File: src/hw/rtl/u16u8_pkg.sv
// Shared types, constants and the code point encoder of the UTF-16 to UTF-8 encoder.
// Used by every module of the block; depends on nothing.
`default_nettype none

package u16u8_pkg;

    localparam int QUEUE_DEPTH_DEF = 4;

    localparam logic [15:0] HIGH_SURR_MIN = 16'hD800;
    localparam logic [15:0] HIGH_SURR_MAX = 16'hDBFF;
    localparam logic [15:0] LOW_SURR_MIN  = 16'hDC00;
    localparam logic [15:0] LOW_SURR_MAX  = 16'hDFFF;
    localparam logic [20:0] SUPP_BASE     = 21'h10000;
    localparam logic [20:0] ONE_BYTE_LIM  = 21'h80;
    localparam logic [20:0] TWO_BYTE_LIM  = 21'h800;
    localparam logic [7:0]  LEAD_TWO      = 8'hC0;
    localparam logic [7:0]  LEAD_THREE    = 8'hE0;
    localparam logic [7:0]  LEAD_FOUR     = 8'hF0;
    localparam logic [7:0]  CONT_MARK     = 8'h80;

    typedef struct packed {
        logic [3:0][7:0] bytes;
        logic [2:0]      len;
    } enc_t;

    typedef struct packed {
        logic [5:0][7:0] bytes;
        logic [2:0]      len;
        logic            last;
    } job_t;

    typedef struct packed {
        logic full;
        logic head_valid;
    } q_status_t;

    function automatic enc_t encode_cp(input logic [20:0] cp);
        enc_t e;
        e = '0;
        if (cp < ONE_BYTE_LIM) begin
            e.bytes[0] = cp[7:0];
            e.len      = 3'd1;
        end
        else if (cp < TWO_BYTE_LIM) begin
            e.bytes[0] = LEAD_TWO | {3'b000, cp[10:6]};
            e.bytes[1] = CONT_MARK | {2'b00, cp[5:0]};
            e.len      = 3'd2;
        end
        else if (cp < SUPP_BASE) begin
            e.bytes[0] = LEAD_THREE | {4'b0000, cp[15:12]};
            e.bytes[1] = CONT_MARK | {2'b00, cp[11:6]};
            e.bytes[2] = CONT_MARK | {2'b00, cp[5:0]};
            e.len      = 3'd3;
        end
        else begin
            e.bytes[0] = LEAD_FOUR | {5'b00000, cp[20:18]};
            e.bytes[1] = CONT_MARK | {2'b00, cp[17:12]};
            e.bytes[2] = CONT_MARK | {2'b00, cp[11:6]};
            e.bytes[3] = CONT_MARK | {2'b00, cp[5:0]};
            e.len      = 3'd4;
        end
        return e;
    endfunction

endpackage

`default_nettype wire

File: src/hw/rtl/utf16_to_utf8_encoder_core.sv
// UTF-16 to UTF-8 encoder: takes one code unit per item and sends UTF-8 bytes, one
// byte per item on the output side. A code unit is accepted in every cycle while the
// job queue (QUEUE_DEPTH entries) has room, and its bytes pass through a queue entry
// and the output register. The output sends one byte per cycle while byte_stall is
// low. A code unit causes no bytes when it is a held high surrogate, one to three
// for a plain unit, four for a surrogate pair and up to six when a held high surrogate
// is flushed ahead of the new unit. The single byte lane of the serializer sets the
// sustained rate. last_of_run marks the last byte caused by one code unit, and
// string_end the last byte of a string. Depends on u16u8_pkg and the three parts below.
`default_nettype none

module utf16_to_utf8_encoder_core
    import u16u8_pkg::*;
#(
    parameter int QUEUE_DEPTH = QUEUE_DEPTH_DEF
)
(
    input  wire logic        clk,
    input  wire logic        rst_n,
    input  wire logic        unit_valid,
    output logic             unit_stall,
    input  wire logic [15:0] code_unit,
    input  wire logic        last_unit,
    output logic             byte_valid,
    input  wire logic        byte_stall,
    output logic [7:0]       out_byte,
    output logic             last_of_run,
    output logic             string_end
);

    q_status_t q_status;
    logic      push;
    job_t      push_job;
    logic      pop;
    job_t      head_job;

    u16u8_front u_front (
        .clk        (clk),
        .rst_n      (rst_n),
        .unit_valid (unit_valid),
        .unit_stall (unit_stall),
        .code_unit  (code_unit),
        .last_unit  (last_unit),
        .q_status   (q_status),
        .push       (push),
        .push_job   (push_job)
    );

    u16u8_queue #(
        .QUEUE_DEPTH (QUEUE_DEPTH)
    ) u_queue (
        .clk      (clk),
        .rst_n    (rst_n),
        .push     (push),
        .push_job (push_job),
        .pop      (pop),
        .q_status (q_status),
        .head_job (head_job)
    );

    u16u8_back u_back (
        .clk         (clk),
        .rst_n       (rst_n),
        .q_status    (q_status),
        .head_job    (head_job),
        .pop         (pop),
        .byte_valid  (byte_valid),
        .byte_stall  (byte_stall),
        .out_byte    (out_byte),
        .last_of_run (last_of_run),
        .string_end  (string_end)
    );

`ifndef NO_ASSERTIONS
    assert property (@(posedge clk) disable iff (!rst_n) !(push && q_status.full))
        else $error("Job pushed into a full queue.");

    assert property (@(posedge clk) disable iff (!rst_n) pop |-> q_status.head_valid)
        else $error("Job popped from an empty queue.");

    assert property (@(posedge clk) disable iff (!rst_n)
        (push && !pop) |=> q_status.head_valid)
        else $error("Queue empty after a job was pushed.");

    assert property (@(posedge clk) disable iff (!rst_n)
        (byte_valid && string_end) |-> last_of_run)
        else $error("String end flagged on a byte that does not close its run.");
`endif

endmodule

`default_nettype wire

File: src/hw/rtl/u16u8_front.sv
// Front end: accepts code units, pairs surrogates and builds a byte job for each unit that yields bytes.
// Depends on u16u8_pkg.
`default_nettype none

module u16u8_front
    import u16u8_pkg::*;
(
    input  wire logic        clk,
    input  wire logic        rst_n,
    input  wire logic        unit_valid,
    output logic             unit_stall,
    input  wire logic [15:0] code_unit,
    input  wire logic        last_unit,
    input  wire q_status_t   q_status,
    output logic             push,
    output job_t             push_job
);

    logic        held_valid_reg;
    logic        held_valid_next;
    logic [15:0] held_unit_reg;
    logic [15:0] held_unit_next;

    logic        accept;
    logic        is_high;
    logic        is_low;
    logic        hold_unit;
    logic [20:0] pair_cp;
    enc_t        enc_unit;
    enc_t        enc_held;
    enc_t        enc_pair;

    always_comb
    begin
        accept    = unit_valid && !q_status.full;
        is_high   = code_unit inside {[HIGH_SURR_MIN:HIGH_SURR_MAX]};
        is_low    = code_unit inside {[LOW_SURR_MIN:LOW_SURR_MAX]};
        hold_unit = is_high && !last_unit;
        pair_cp   = {1'b0, held_unit_reg[9:0], code_unit[9:0]} + SUPP_BASE;
        enc_unit  = encode_cp({5'b00000, code_unit});
        enc_held  = encode_cp({5'b00000, held_unit_reg});
        enc_pair  = encode_cp(pair_cp);

        push_job      = '0;
        push_job.last = last_unit;
        if (held_valid_reg && is_low) begin
            push_job.bytes[3:0] = enc_pair.bytes;
            push_job.len        = enc_pair.len;
        end
        else if (held_valid_reg) begin
            push_job.bytes[2:0] = enc_held.bytes[2:0];
            push_job.bytes[5:3] = enc_unit.bytes[2:0];
            push_job.len        = hold_unit ? 3'd3 : 3'd3 + enc_unit.len;
        end
        else begin
            push_job.bytes[3:0] = enc_unit.bytes;
            push_job.len        = hold_unit ? 3'd0 : enc_unit.len;
        end

        push            = accept && (push_job.len != 3'd0);
        held_valid_next = held_valid_reg;
        held_unit_next  = held_unit_reg;
        if (accept) begin
            if (held_valid_reg && is_low) begin
                held_valid_next = 1'b0;
            end
            else begin
                held_valid_next = hold_unit;
                held_unit_next  = code_unit;
            end
        end
        unit_stall = q_status.full;
    end

    always_ff @(posedge clk or negedge rst_n)
    begin
        if (!rst_n) begin
            held_valid_reg <= 1'b0;
        end
        else begin
            held_valid_reg <= held_valid_next;
        end
    end

    always_ff @(posedge clk)
    begin
        held_unit_reg <= held_unit_next;
    end

endmodule

`default_nettype wire

File: src/hw/rtl/u16u8_queue.sv
// Short job queue that decouples the front end from the byte serializer.
// Depends on u16u8_pkg.
`default_nettype none

module u16u8_queue
    import u16u8_pkg::*;
#(
    parameter int QUEUE_DEPTH = QUEUE_DEPTH_DEF
)
(
    input  wire logic  clk,
    input  wire logic  rst_n,
    input  wire logic  push,
    input  wire job_t  push_job,
    input  wire logic  pop,
    output q_status_t  q_status,
    output job_t       head_job
);

    localparam int PTR_W = (QUEUE_DEPTH > 1) ? $clog2(QUEUE_DEPTH) : 1;
    localparam int CNT_W = $clog2(QUEUE_DEPTH + 1);
    localparam logic [PTR_W-1:0] LAST_PTR  = PTR_W'(QUEUE_DEPTH - 1);
    localparam logic [CNT_W-1:0] DEPTH_CNT = CNT_W'(QUEUE_DEPTH);

    job_t             entry_reg [QUEUE_DEPTH];
    logic [PTR_W-1:0] wr_ptr_reg;
    logic [PTR_W-1:0] wr_ptr_next;
    logic [PTR_W-1:0] rd_ptr_reg;
    logic [PTR_W-1:0] rd_ptr_next;
    logic [CNT_W-1:0] count_reg;
    logic [CNT_W-1:0] count_next;

    always_comb
    begin
        wr_ptr_next = wr_ptr_reg;
        rd_ptr_next = rd_ptr_reg;
        count_next  = count_reg;
        if (push) begin
            wr_ptr_next = (wr_ptr_reg == LAST_PTR) ? '0 : wr_ptr_reg + 1'b1;
        end
        if (pop) begin
            rd_ptr_next = (rd_ptr_reg == LAST_PTR) ? '0 : rd_ptr_reg + 1'b1;
        end
        if (push && !pop) begin
            count_next = count_reg + 1'b1;
        end
        else if (pop && !push) begin
            count_next = count_reg - 1'b1;
        end
        q_status.full       = (count_reg == DEPTH_CNT);
        q_status.head_valid = (count_reg != '0);
        head_job            = entry_reg[rd_ptr_reg];
    end

    always_ff @(posedge clk or negedge rst_n)
    begin
        if (!rst_n) begin
            wr_ptr_reg <= '0;
            rd_ptr_reg <= '0;
            count_reg  <= '0;
        end
        else begin
            wr_ptr_reg <= wr_ptr_next;
            rd_ptr_reg <= rd_ptr_next;
            count_reg  <= count_next;
        end
    end

    always_ff @(posedge clk)
    begin
        if (push) begin
            entry_reg[wr_ptr_reg] <= push_job;
        end
    end

endmodule

`default_nettype wire

File: src/hw/rtl/u16u8_back.sv
// Back end: sends the bytes of the job at the queue head one per cycle while byte_stall
// is low, through an output register. Depends on u16u8_pkg.
`default_nettype none

module u16u8_back
    import u16u8_pkg::*;
(
    input  wire logic       clk,
    input  wire logic       rst_n,
    input  wire q_status_t  q_status,
    input  wire job_t       head_job,
    output logic            pop,
    output logic            byte_valid,
    input  wire logic       byte_stall,
    output logic [7:0]      out_byte,
    output logic            last_of_run,
    output logic            string_end
);

    logic       valid_reg;
    logic       valid_next;
    logic [7:0] byte_reg;
    logic [7:0] byte_next;
    logic       run_end_reg;
    logic       run_end_next;
    logic       str_end_reg;
    logic       str_end_next;
    logic [2:0] idx_reg;
    logic [2:0] idx_next;

    logic       can_load;
    logic       at_end;

    always_comb
    begin
        can_load     = !valid_reg || !byte_stall;
        at_end       = (idx_reg == head_job.len - 3'd1);
        pop          = can_load && q_status.head_valid && at_end;
        valid_next   = valid_reg;
        byte_next    = byte_reg;
        run_end_next = run_end_reg;
        str_end_next = str_end_reg;
        idx_next     = idx_reg;
        if (can_load) begin
            valid_next   = q_status.head_valid;
            byte_next    = head_job.bytes[idx_reg];
            run_end_next = at_end;
            str_end_next = at_end && head_job.last;
            if (q_status.head_valid) begin
                idx_next = at_end ? 3'd0 : idx_reg + 3'd1;
            end
        end
    end

    always_ff @(posedge clk or negedge rst_n)
    begin
        if (!rst_n) begin
            valid_reg <= 1'b0;
            idx_reg   <= 3'd0;
        end
        else begin
            valid_reg <= valid_next;
            idx_reg   <= idx_next;
        end
    end

    always_ff @(posedge clk)
    begin
        byte_reg    <= byte_next;
        run_end_reg <= run_end_next;
        str_end_reg <= str_end_next;
    end

    assign byte_valid  = valid_reg;
    assign out_byte    = byte_reg;
    assign last_of_run = run_end_reg;
    assign string_end  = str_end_reg;

endmodule

`default_nettype wire

File: config.mk
export PLATFORM = sky130hd
export DESIGN_NAME = utf16_to_utf8_encoder_core
export DESIGN_NICKNAME = d
export VERILOG_FILES = /design/src/hw/rtl/u16u8_pkg.sv /design/src/hw/rtl/utf16_to_utf8_encoder_core.sv /design/src/hw/rtl/u16u8_front.sv /design/src/hw/rtl/u16u8_queue.sv /design/src/hw/rtl/u16u8_back.sv
export SDC_FILE = /design/constraint.sdc
export NUM_CORES = 1
export LEC_CHECK = 0
export ABC_AREA = 1
export BUFFER_PORTS_ARGS = -buffer_cell sky130_fd_sc_hd__buf_2
export CORE_UTILIZATION = 60
export DETAILED_ROUTE_END_ITERATION = 12
export PLACE_DENSITY = 0.82
export SKIP_LAST_GASP = 1
export SLEW_MARGIN = 25
export SYNTH_ARGS = -nofsm -noshare
export SYNTH_HDL_FRONTEND = slang
export SYNTH_SLANG_ARGS = --single-unit
File: constraint.sdc
create_clock -name clk -period 9.3 [get_ports clk]
set_input_delay 1.395 -clock clk [delete_from_list [all_inputs] [get_ports clk]]
set_output_delay 1.395 -clock clk [all_outputs]
set_load 0.05 [all_outputs]
==> flow_summary.yaml, run 1 <==
final_layout:
  fin_util_pct: 68.4
  final_area_sq_mm: 0.0115
  fin_nets: 991
  drive_above_1_share_pct: 10.0
  largest_reg_flops: 192
  n_antenna_cell: 0
  area_delta_synth_final_pct: 10.2
  final_cells: 1197
flow_run:
  maxCapViolCount: 0
logic_synthesis:
  synth-seq-cells: 230
  yosys.area.top_type: "edfxtp_1"
  synth_area_leaders: "edfxtp_1 (63%), o21ai_0 (6.5%), nor2_1 (5.2%)"
  ys_types: 41
  syn_area_sq_mm: 0.0104
  ys_warn_count: 0
  syn_nets: 970
  synth_cells: 939
  netlist.area_leader.share_pct: 63.0
  ys.flop_type: "edfxtp_1"
  async_reset_ff_share_pct: 5.22
  synth.avg_cell_area_sq_um: 11.1
  seq_area_frac_synth_pct: 65.8
  synth_edf_count: 218
detailed_routing:
  routedWlPerCell_microns: 22.3
  first_pass_iters: 6
  finalWirelength_mm: 26.7
  drc: 0
  vias: 7685
  ant_nets: 0
  first_iter_violations: 1069
  via_per_inst: 6.42
clocking:
  clkSinkCount: 230
  insertion_delay_ns: 0.53
  cts_setup_buffers: 0
  path_clk_slew_ns: 0.06
  cts_root_buffer: "clkbuf_16"
  cts_tree: "yes"
  clockBufferDepth: 3
  cts_buffers: 24
  cts_resized: 0
  htreeDepth: 1
  cts-hold-fix-buffers: 0
floorplan:
  die_area_sq_mm: 0.0179
  num_rows: 47
  chipWidth_microns: 134
  die_y_microns: 134
  initial_core_util_pct: 62.0
  top_level_ports: 33
  fp.coreArea_sq_mm: 0.0168
pwr:
  p_leak_nw: 4.07
  p_per_area_mw_per_mm2: 306
  internal_power_mw: 2.20
  p_comb_share_pct: 32.5
  power.share.clock_pct: 25.3
  p_sw_share_pct: 37.2
  seqPwrFrac_pct: 42.2
  switchingPower_mw: 1.31
  max-vdd-ir-drop_uv: 349
placement:
  dp_hpwl_mm: 16.7
  placed_cell_area_sq_mm: 0.0107
  numPlacedInstances: 1154
  gp_congestion: 1.00
  dp_slack_ns: 4.83
  port_buffers: 32
global_route:
  track_usage_pct: 31.0
  grt_busiest_layer: "met2"
  grt_util_met2_pct: 48.5
  grt_max_degree: 100
  grt_pass1_vias: 7304
  grt_pass1_wl_mm: 41.8
  antenna_found_initial: 0
  use_met3_pct: 5.14
  grt_overflow_total: 0
  use_met1_pct: 44.2
setup_path:
  timing.rr.end: "u_queue.count_reg[1]$_DFFE_PN0P_"
  crit_start: "u_queue.rd_ptr_reg[0]$_DFFE_PN0P_"
  setup.worst_path.end: "u_queue.count_reg[1]$_DFFE_PN0P_"
  rr_worst_depth: 17
  cp_max_fo: 99
  critPathCaptureType: "register"
  critical_path_required_ns: 9.71
  critical_path_class: "register to register"
  regToRegStartpoint: "u_queue.rd_ptr_reg[0]$_DFFE_PN0P_"
  worstSetupStartpointType: "register"
  rrSetupSlack_ns: 4.70
  arrival_ns: 5.01
timing:
  fin_setup_tns_ns: 0
  fin_crit_ns: 4.60
  fmax_mhz: 217
  setup_viol: 0
  hold_viol: 0
  slew_viol_final: 0
  slew_headroom_pct: 33.7
  rsz0062_at_grt: "no"
  period_share_pct: 49.5
  fin_ws_ns: 4.70
  worst_slew_pin_slew_ns: 0.994
  skew_ns: 0.0206
run_status:
  status: "finished clean"
min_path:
  hp-class: "register to register"
==> Yosys cell counts (2+ instances only) <==
cell type	count
a211oi_1	4
a21oi_1	21
a22oi_1	12
buf_2	15
clkbuf_1	31
clkinv_1	3
dfrtp_1	12
edfxtp_1	218
ha_1	9
inv_1	56
inv_2	3
nand2_1	126
nand2_2	3
nand3_1	26
nand3_2	4
nand4_1	5
nor2_1	143
nor2_4	3
nor3_1	5
o211ai_1	18
o21ai_0	135
o21bai_1	2
o221ai_1	30
o22ai_1	32
o31ai_1	3
xor2_1	5
==> stage by stage <==
| step | hold slack, ns | total power, mW |
|---|---|---|
| CTS | 0.565 | 3.50 |
| floorplan | 0.492 | 2.28 |
| global placement | 0.521 | 2.58 |
| detailed placement | 0.546 | 2.62 |
| finish | 0.566 | 3.51 |
| global route | 0.599 | 3.69 |
==> power by group through the flow <==
stage / clock network (mW) / logic (mW) / registers [mW]
global route: 0.933 / 1.26 / 1.50
floorplan: 0 / 0.718 / 1.56
detailed placement: 0 / 1.12 / 1.50
global placement: 0 / 1.09 / 1.49
CTS: 0.891 / 1.13 / 1.48
finish: 0.888 / 1.14 / 1.48
==> cell usage in the layout (no fill, tap or decap), types with 5 or more instances in the layout <==
master	count
a21oi_1	21
a22oi_1	12
buf_2	32
buf_4	11
clkbuf_1	9
clkbuf_16	24
clkinv_1	5
dfrtp_1	11
edfxtp_1	218
ha_1	9
inv_1	56
nand2_1	126
nand3_1	26
nand4_1	5
nor2_1	139
nor2_4	7
nor3_1	5
o211ai_1	18
o21ai_0	135
o221ai_1	30
o22ai_1	32
xor2_1	5
==> cells by family after synthesis <==
family                     count (synthesis)  share of synthesized area [%]
AOI/OAI and AO/OA                        265                           15.5
xor gates and xnor gates                   6                          0.505
adders and majority gates                 10                           1.28
buffers and inverters                    110                           4.26
DFF                                      230                           65.8
muxes                                      1                          0.108
and+or+nand+nor                          317                           12.5
==> per-layer routing <==
| metal | vias up | wire length, microns | part of all wire, % |
|---|---|---|---|
| li1 | 3458 | - | - |
| met1 | 3666 | 10600 | 40 |
| met2 | 487 | 12400 | 47 |
| met3 | 74 | 2780 | 10 |
| met4 | 0 | 891 | 3.3 |
| met5 | - | 0 | 0 |
==> critical path, stage by stage, from the launching register on <==
cell     delay [ns]
dfrtp_2        0.34
buf_4          0.74
inv_2          0.50
buf_4          0.46
nand2_1        0.13
nand3_1        0.07
nand2_1        0.14
ha_1           0.19
xor2_1         0.22
o21ai_1        0.11
a21oi_1        0.14
nand2_1        0.13
inv_1          0.10
nand2_1        0.13
ha_1           0.21
inv_1          0.10
fa_1           0.43
mux2_2         0.27
==> worst min-delay path by stage <==
stage	start	to	slack, ns	cells past startpoint
after global placement	u_queue.wr_ptr_reg[1]$_DFFE_PN0P_	u_queue.wr_ptr_reg[1]$_DFFE_PN0P_	0.52	2
after floorplan	u_queue.wr_ptr_reg[1]$_DFFE_PN0P_	u_queue.wr_ptr_reg[1]$_DFFE_PN0P_	0.49	2
final	u_queue.count_reg[2]$_DFFE_PN0P_	u_back.byte_valid$_DFFE_PN0P_	0.57	2
after detailed placement	u_queue.count_reg[2]$_DFFE_PN0P_	u_back.byte_valid$_DFFE_PN0P_	0.55	2
after CTS	u_queue.count_reg[2]$_DFFE_PN0P_	u_back.byte_valid$_DFFE_PN0P_	0.56	2
after global routing	u_queue.count_reg[0]$_DFFE_PN0P_	u_queue.count_reg[0]$_DFFE_PN0P_	0.60	1
==> cell type report <==
cell class / instances / area, sq um
well taps: 220 / 275
clock inverters: 7 / 50.0
clock buffers: 36 / 676
multi-input cells: 599 / 3140
flip-flops and latches: 230 / 6850
repair buffers: 43 / 243
fillers: 1216 / 5300
inverters: 62 / 233
No activity file was read; power rests on OpenSTA's default activity.
==> run 2, diff against run 1 <==
--- a/config.mk
+++ b/config.mk
@@ -7,9 +7,9 @@
 export LEC_CHECK = 0
 export ABC_AREA = 1
 export BUFFER_PORTS_ARGS = -buffer_cell sky130_fd_sc_hd__buf_2
-export CORE_UTILIZATION = 60
+export CORE_UTILIZATION = 56
 export DETAILED_ROUTE_END_ITERATION = 12
-export PLACE_DENSITY = 0.82
+export PLACE_DENSITY = 0.81
 export SKIP_LAST_GASP = 1
 export SLEW_MARGIN = 25
 export SYNTH_ARGS = -nofsm -noshare
==> constraint.sdc (replaced) <==
create_clock -name clk -period 4.2 [get_ports clk]
set_input_delay 0.63 -clock clk [delete_from_list [all_inputs] [get_ports clk]]
set_output_delay 0.63 -clock clk [all_outputs]
set_load 0.05 [all_outputs]
==> flow_summary.yaml, run 2 (same netlist as run 1, synthesis figures left out) <==
run_status:
  status: "complete, but fails checks"
  violations: "design-rule violations"
final_layout:
  drive_above_1_share_pct: 10.6
  multi_input_area_sq_mm: 0.00314
  final_cell_mix: "edfxtp_1 (218), nor2_1 (139), o21ai_0 (135)"
  fin_nets: 999
  fillCellCount: 1339
  layout_commonest_cell: "edfxtp_1"
  ff_latch_area_sq_mm: 0.00685
  largest_reg_flops: 192
  fin_util_pct: 63.6
  area_delta_synth_final_pct: 10.5
  n_antenna_cell: 0
clocking:
  cts_buffers: 23
  clockBufferDepth: 3
  htreeDepth: 1
  clkSinkCount: 230
  cts_tree: "yes"
  insertion_delay_ns: 0.52
  cts_resized: 0
  cts_root_buffer: "clkbuf_16"
  path_clk_slew_ns: 0.07
pwr:
  max-vdd-ir-drop_uv: 370
  internal_power_mw: 4.79
  p_leak_nw: 4.09
  p_comb_share_pct: 32.6
  switchingPower_mw: 2.87
  p_per_area_mw_per_mm2: 666
  seqPwrFrac_pct: 43.3
  p_sw_share_pct: 37.4
  power.share.clock_pct: 24.1
timing:
  skew_ns: 0.0113
  slew_headroom_pct: 47.2
  worst_slew_pin_slew_ns: 0.784
  fin_setup_tns_ns: 0
  period_share_pct: 82.3
  fin_crit_ns: 3.46
  hold_viol: 0
  setup_viol: 0
  fmax_mhz: 289
  rsz0062_at_grt: "no"
  slew_viol_final: 0
setup_path:
  critical_path_required_ns: 4.61
  arrival_ns: 3.87
  cp_max_fo: 11
  critical_path_class: "register to register"
  critPathCaptureType: "register"
  worstSetupStartpointType: "register"
min_path:
  hp-class: "input pin to register"
global_route:
  grt_pass1_vias: 7309
  grt_pass1_wl_mm: 40.8
  grt_overflow_total: 0
  track_usage_pct: 28.0
  antenna_found_initial: 0
  grt_max_degree: 71
floorplan:
  top_level_ports: 33
  chipWidth_microns: 138
  initial_core_util_pct: 57.5
  die_area_sq_mm: 0.0191
  num_rows: 49
  fp.coreArea_sq_mm: 0.0181
  die_y_microns: 138
detailed_routing:
  vias: 7648
  finalWirelength_mm: 26.4
  first_iter_violations: 1093
  via_per_inst: 6.30
  routedWlPerCell_microns: 21.8
  drc: 2
  ant_nets: 0
  first_pass_iters: 10
placement:
  port_buffers: 32
  dp_hpwl_mm: 17.0
  gp_congestion: 0.980
flow_run:
  maxCapViolCount: 0
-- run 2: worst max-delay path, stage by stage (launching register included) --
cell and delay, ns:
edfxtp_1 0.56, ha_1 0.32, inv_1 0.08, nand2_1 0.05
nand2_1 0.08, nand3_1 0.07, nor2_1 0.13, nand4_1 0.09
nand2_1 0.35, nand3_2 0.14, o21bai_4 0.34, inv_1 0.13
ha_1 0.21, inv_1 0.10, fa_1 0.42, mux2_2 0.26
-- run 2: worst paths after layout --
kind                                                     from                             endpoint  slack, ns  cells after the start
max                        u_front.held_unit_reg[6]$_DFFE_PP_     u_queue.count_reg[1]$_DFFE_PN0P_       0.74                     15
min                                             code_unit[15]  u_front.held_unit_reg[15]$_DFFE_PP_       0.33                      1
max reg2reg                u_front.held_unit_reg[6]$_DFFE_PP_     u_queue.count_reg[1]$_DFFE_PN0P_       0.74                     15
min reg2reg                  u_queue.count_reg[0]$_DFFE_PN0P_     u_queue.count_reg[0]$_DFFE_PN0P_       0.55                      1
max in group asynchronous                               rst_n    u_queue.rd_ptr_reg[0]$_DFFE_PN0P_       3.39                      2
min in group asynchronous                               rst_n        u_back.idx_reg[0]$_DFFE_PN0P_       0.54                      2
-- run 2: layer usage --
layer	routed length [microns]	global-route usage [%]
met1	10700	38.8
met2	12400	45.1
met3	2480	4.16
met4	789	11.2
met5	0	0
-- run 2: power groups by stage --
stage	clock network (mW)	registers (mW)	logic, mW
CTS	1.86	3.31	2.48
global route	1.95	3.36	2.72
finish	1.84	3.32	2.50
global placement	0	3.34	2.39
floorplan	0	3.46	1.59
detailed placement	0	3.35	2.45
-- run 2: layout make-up --
type	instances	area share, %
sequential	230	59.6
multi-input combinational	599	27.3
clock buffer	27	5.14
timing repair buffer	52	2.72
tap	229	2.49
inverter	62	2.02
clock inverter	15	0.740
-- run 2: per-stage QoR --
stage,hold slack (ns),setup slack (ns),cells,cell area (sq um),power [mW]
after floorplan,0.334,0.106,939,10400,5.05
after global placement,0.518,0.856,1171,10800,5.73
after detailed placement,0.525,0.771,1171,10800,5.80
after CTS,0.320,0.797,1214,11500,7.65
after global routing,0.332,0.491,1214,11500,8.03
final,0.328,0.742,1214,11500,7.66
-- run 2: what timing repair did --
item,4_1_cts,5_1_grt
setup buffers,0,0
hold buffers,1,0
hold endpoints to repair,10,0
==> run 3, diff against run 2 <==
==> constraint.sdc (replaced) <==
create_clock -name clk -period 2.9 [get_ports clk]
set_input_delay 0.435 -clock clk [delete_from_list [all_inputs] [get_ports clk]]
set_output_delay 0.435 -clock clk [all_outputs]
set_load 0.05 [all_outputs]
==> flow_summary.yaml, run 3 (same netlist as run 1, synthesis figures left out) <==
clocking:
  cts_tree: "yes"
  clockBufferDepth: 3
  htreeDepth: 1
  insertion_delay_ns: 0.53
  clkSinkCount: 230
  cts_buffers: 24
  cts_root_buffer: "clkbuf_16"
  path_clk_slew_ns: 0.06
final_layout:
  layout_commonest_cell: "edfxtp_1"
  largest_reg_flops: 192
  fillCellCount: 1284
  final_cells: 1244
  drive_above_1_share_pct: 13.9
  final_cell_mix: "edfxtp_1 (218), nor2_1 (139), o21ai_0 (134)"
  area_delta_synth_final_pct: 14.3
  n_antenna_cell: 0
  fin_nets: 1028
setup_path:
  slowest_stage: "dfrtp_2"
  critPathCaptureType: "register"
  arrival_ns: 3.22
  timing.rr.end: "u_queue.count_reg[1]$_DFFE_PN0P_"
  worstPathCellList: "inv_4 -> nand2_1 -> a32o_2 -> ha_1 -> xor2_1 -> o21ai_1 -> a21oi_1 -> nand2_1 -> inv_2 -> nand2_2 -> ha_4 -> inv_2 -> fa_1 -> mux2_2"
  rrSetupSlack_ns: 0.10
  max_stage_delay_ns: 0.46
  critical_path_class: "register to register"
  worstSetupStartpointType: "register"
  crit_family: "adder cells"
  regToRegStartpoint: "u_queue.rd_ptr_reg[0]$_DFFE_PN0P_"
  critical_path_required_ns: 3.32
  cp_max_fo: 7
  rr_worst_depth: 14
  crit_buf_inv: 3
floorplan:
  initial_core_util_pct: 57.5
  chipWidth_microns: 138
  die_y_microns: 138
  fp.coreArea_sq_mm: 0.0181
  top_level_ports: 33
  die_area_sq_mm: 0.0191
  num_rows: 49
min_path:
  min-delay-start: "code_unit[14]"
  hp-class: "input pin to register"
  hold_path_depth: 1
  hold_end: "u_front.held_unit_reg[14]$_DFFE_PP_"
detailed_routing:
  drc: 6
  first_pass_iters: 9
  first_iter_violations: 860
  finalWirelength_mm: 27.4
  via_per_inst: 6.26
  routedWlPerCell_microns: 22.0
  ant_nets: 0
  vias: 7786
global_route:
  grt_pass1_wl_mm: 42.3
  grt_overflow_total: 0
  track_usage_pct: 29.1
  grt_max_degree: 76
  antenna_found_initial: 0
  grt_pass1_vias: 7503
timing:
  slew_viol_final: 0
  fmax_mhz: 357
  fin_crit_ns: 2.80
  skew_ns: 0.0255
  worst_slew_pin_slew_ns: 0.762
  holdWs_ns: 0.126
  fin_setup_tns_ns: 0
  period_share_pct: 96.5
  setup_viol: 0
  hold_viol: 0
  slew_headroom_pct: 48.7
placement:
  dp_hpwl_mm: 17.8
  port_buffers: 32
  numPlacedInstances: 1197
  gp_congestion: 1.05
flow_run:
  maxCapViolCount: 0
run_status:
  status: "complete, but fails checks"
  violations: "design-rule violations"
pwr:
  p_per_area_mw_per_mm2: 979
  p_leak_nw: 4.28
  max-vdd-ir-drop_uv: 779
  power_mw: 11.6
[run 3: worst max-delay path by stage]
| stage | endpoint | start | cells past startpoint | slack [ns] |
|---|---|---|---|---|
| after floorplan | u_queue.entry_reg[0][0]$_DFFE_PP_ | u_front.held_unit_reg[7]$_DFFE_PP_ | 10 | -0.40 |
| after global placement | u_queue.count_reg[1]$_DFFE_PN0P_ | code_unit[9] | 17 | 0.23 |
| after detailed placement | u_queue.count_reg[1]$_DFFE_PN0P_ | u_queue.rd_ptr_reg[0]$_DFFE_PN0P_ | 14 | 0.14 |
| after CTS | u_queue.count_reg[1]$_DFFE_PN0P_ | u_queue.rd_ptr_reg[0]$_DFFE_PN0P_ | 14 | 0.12 |
| after global routing | u_queue.count_reg[1]$_DFFE_PN0P_ | u_queue.rd_ptr_reg[0]$_DFFE_PN0P_ | 14 | -0.03 |
| final | u_queue.count_reg[1]$_DFFE_PN0P_ | u_queue.rd_ptr_reg[0]$_DFFE_PN0P_ | 14 | 0.10 |
[run 3: timing repair]
action,CTS,global route
endpoints found under the setup margin,0,2
buffers inserted,0,2
gates resized for setup,0,3
hold endpoints to repair,12,0
hold buffers,1,0
[run 3: power breakdown]
group | total, mW | switching (mW) | internal (mW) | leakage [nW]
Combinational | 4.02 | 2.81 | 1.22 | 1.86
Sequential | 4.71 | 0.239 | 4.47 | 2.06
Clock | 2.91 | 1.20 | 1.71 | 0.365
[run 3: through the flow]
step / area [sq um] / setup WS, ns / utilization (%)
global route: 11900 / -0.0294 / 65.7
global placement: 11100 / 0.228 / 61.4
detailed placement: 11100 / 0.138 / 61.4
floorplan: 10500 / -0.402 / -
CTS: 11900 / 0.119 / 65.7
finish: 11900 / 0.100 / 65.7
[run 3: layer usage]
metal / vias to the layer above / wire, microns / track usage (%)
met5: - / 0 / 0
met2: 457 / 12800 / 45.4
met1: 3698 / 10900 / 40.0
met3: 95 / 2670 / 5.30
li1: 3536 / - / -
met4: 0 / 1070 / 13.5
[run 3: final cells by class]
class | count | area (sq um) | area share, %
timing repair buffer | 80 | 611 | 5.14
tap | 229 | 287 | 2.41
inverter | 62 | 235 | 1.98
multi-input combinational | 599 | 3160 | 26.5
sequential | 230 | 6850 | 57.6
clock inverter | 13 | 128 | 1.07
clock buffer | 31 | 627 | 5.27
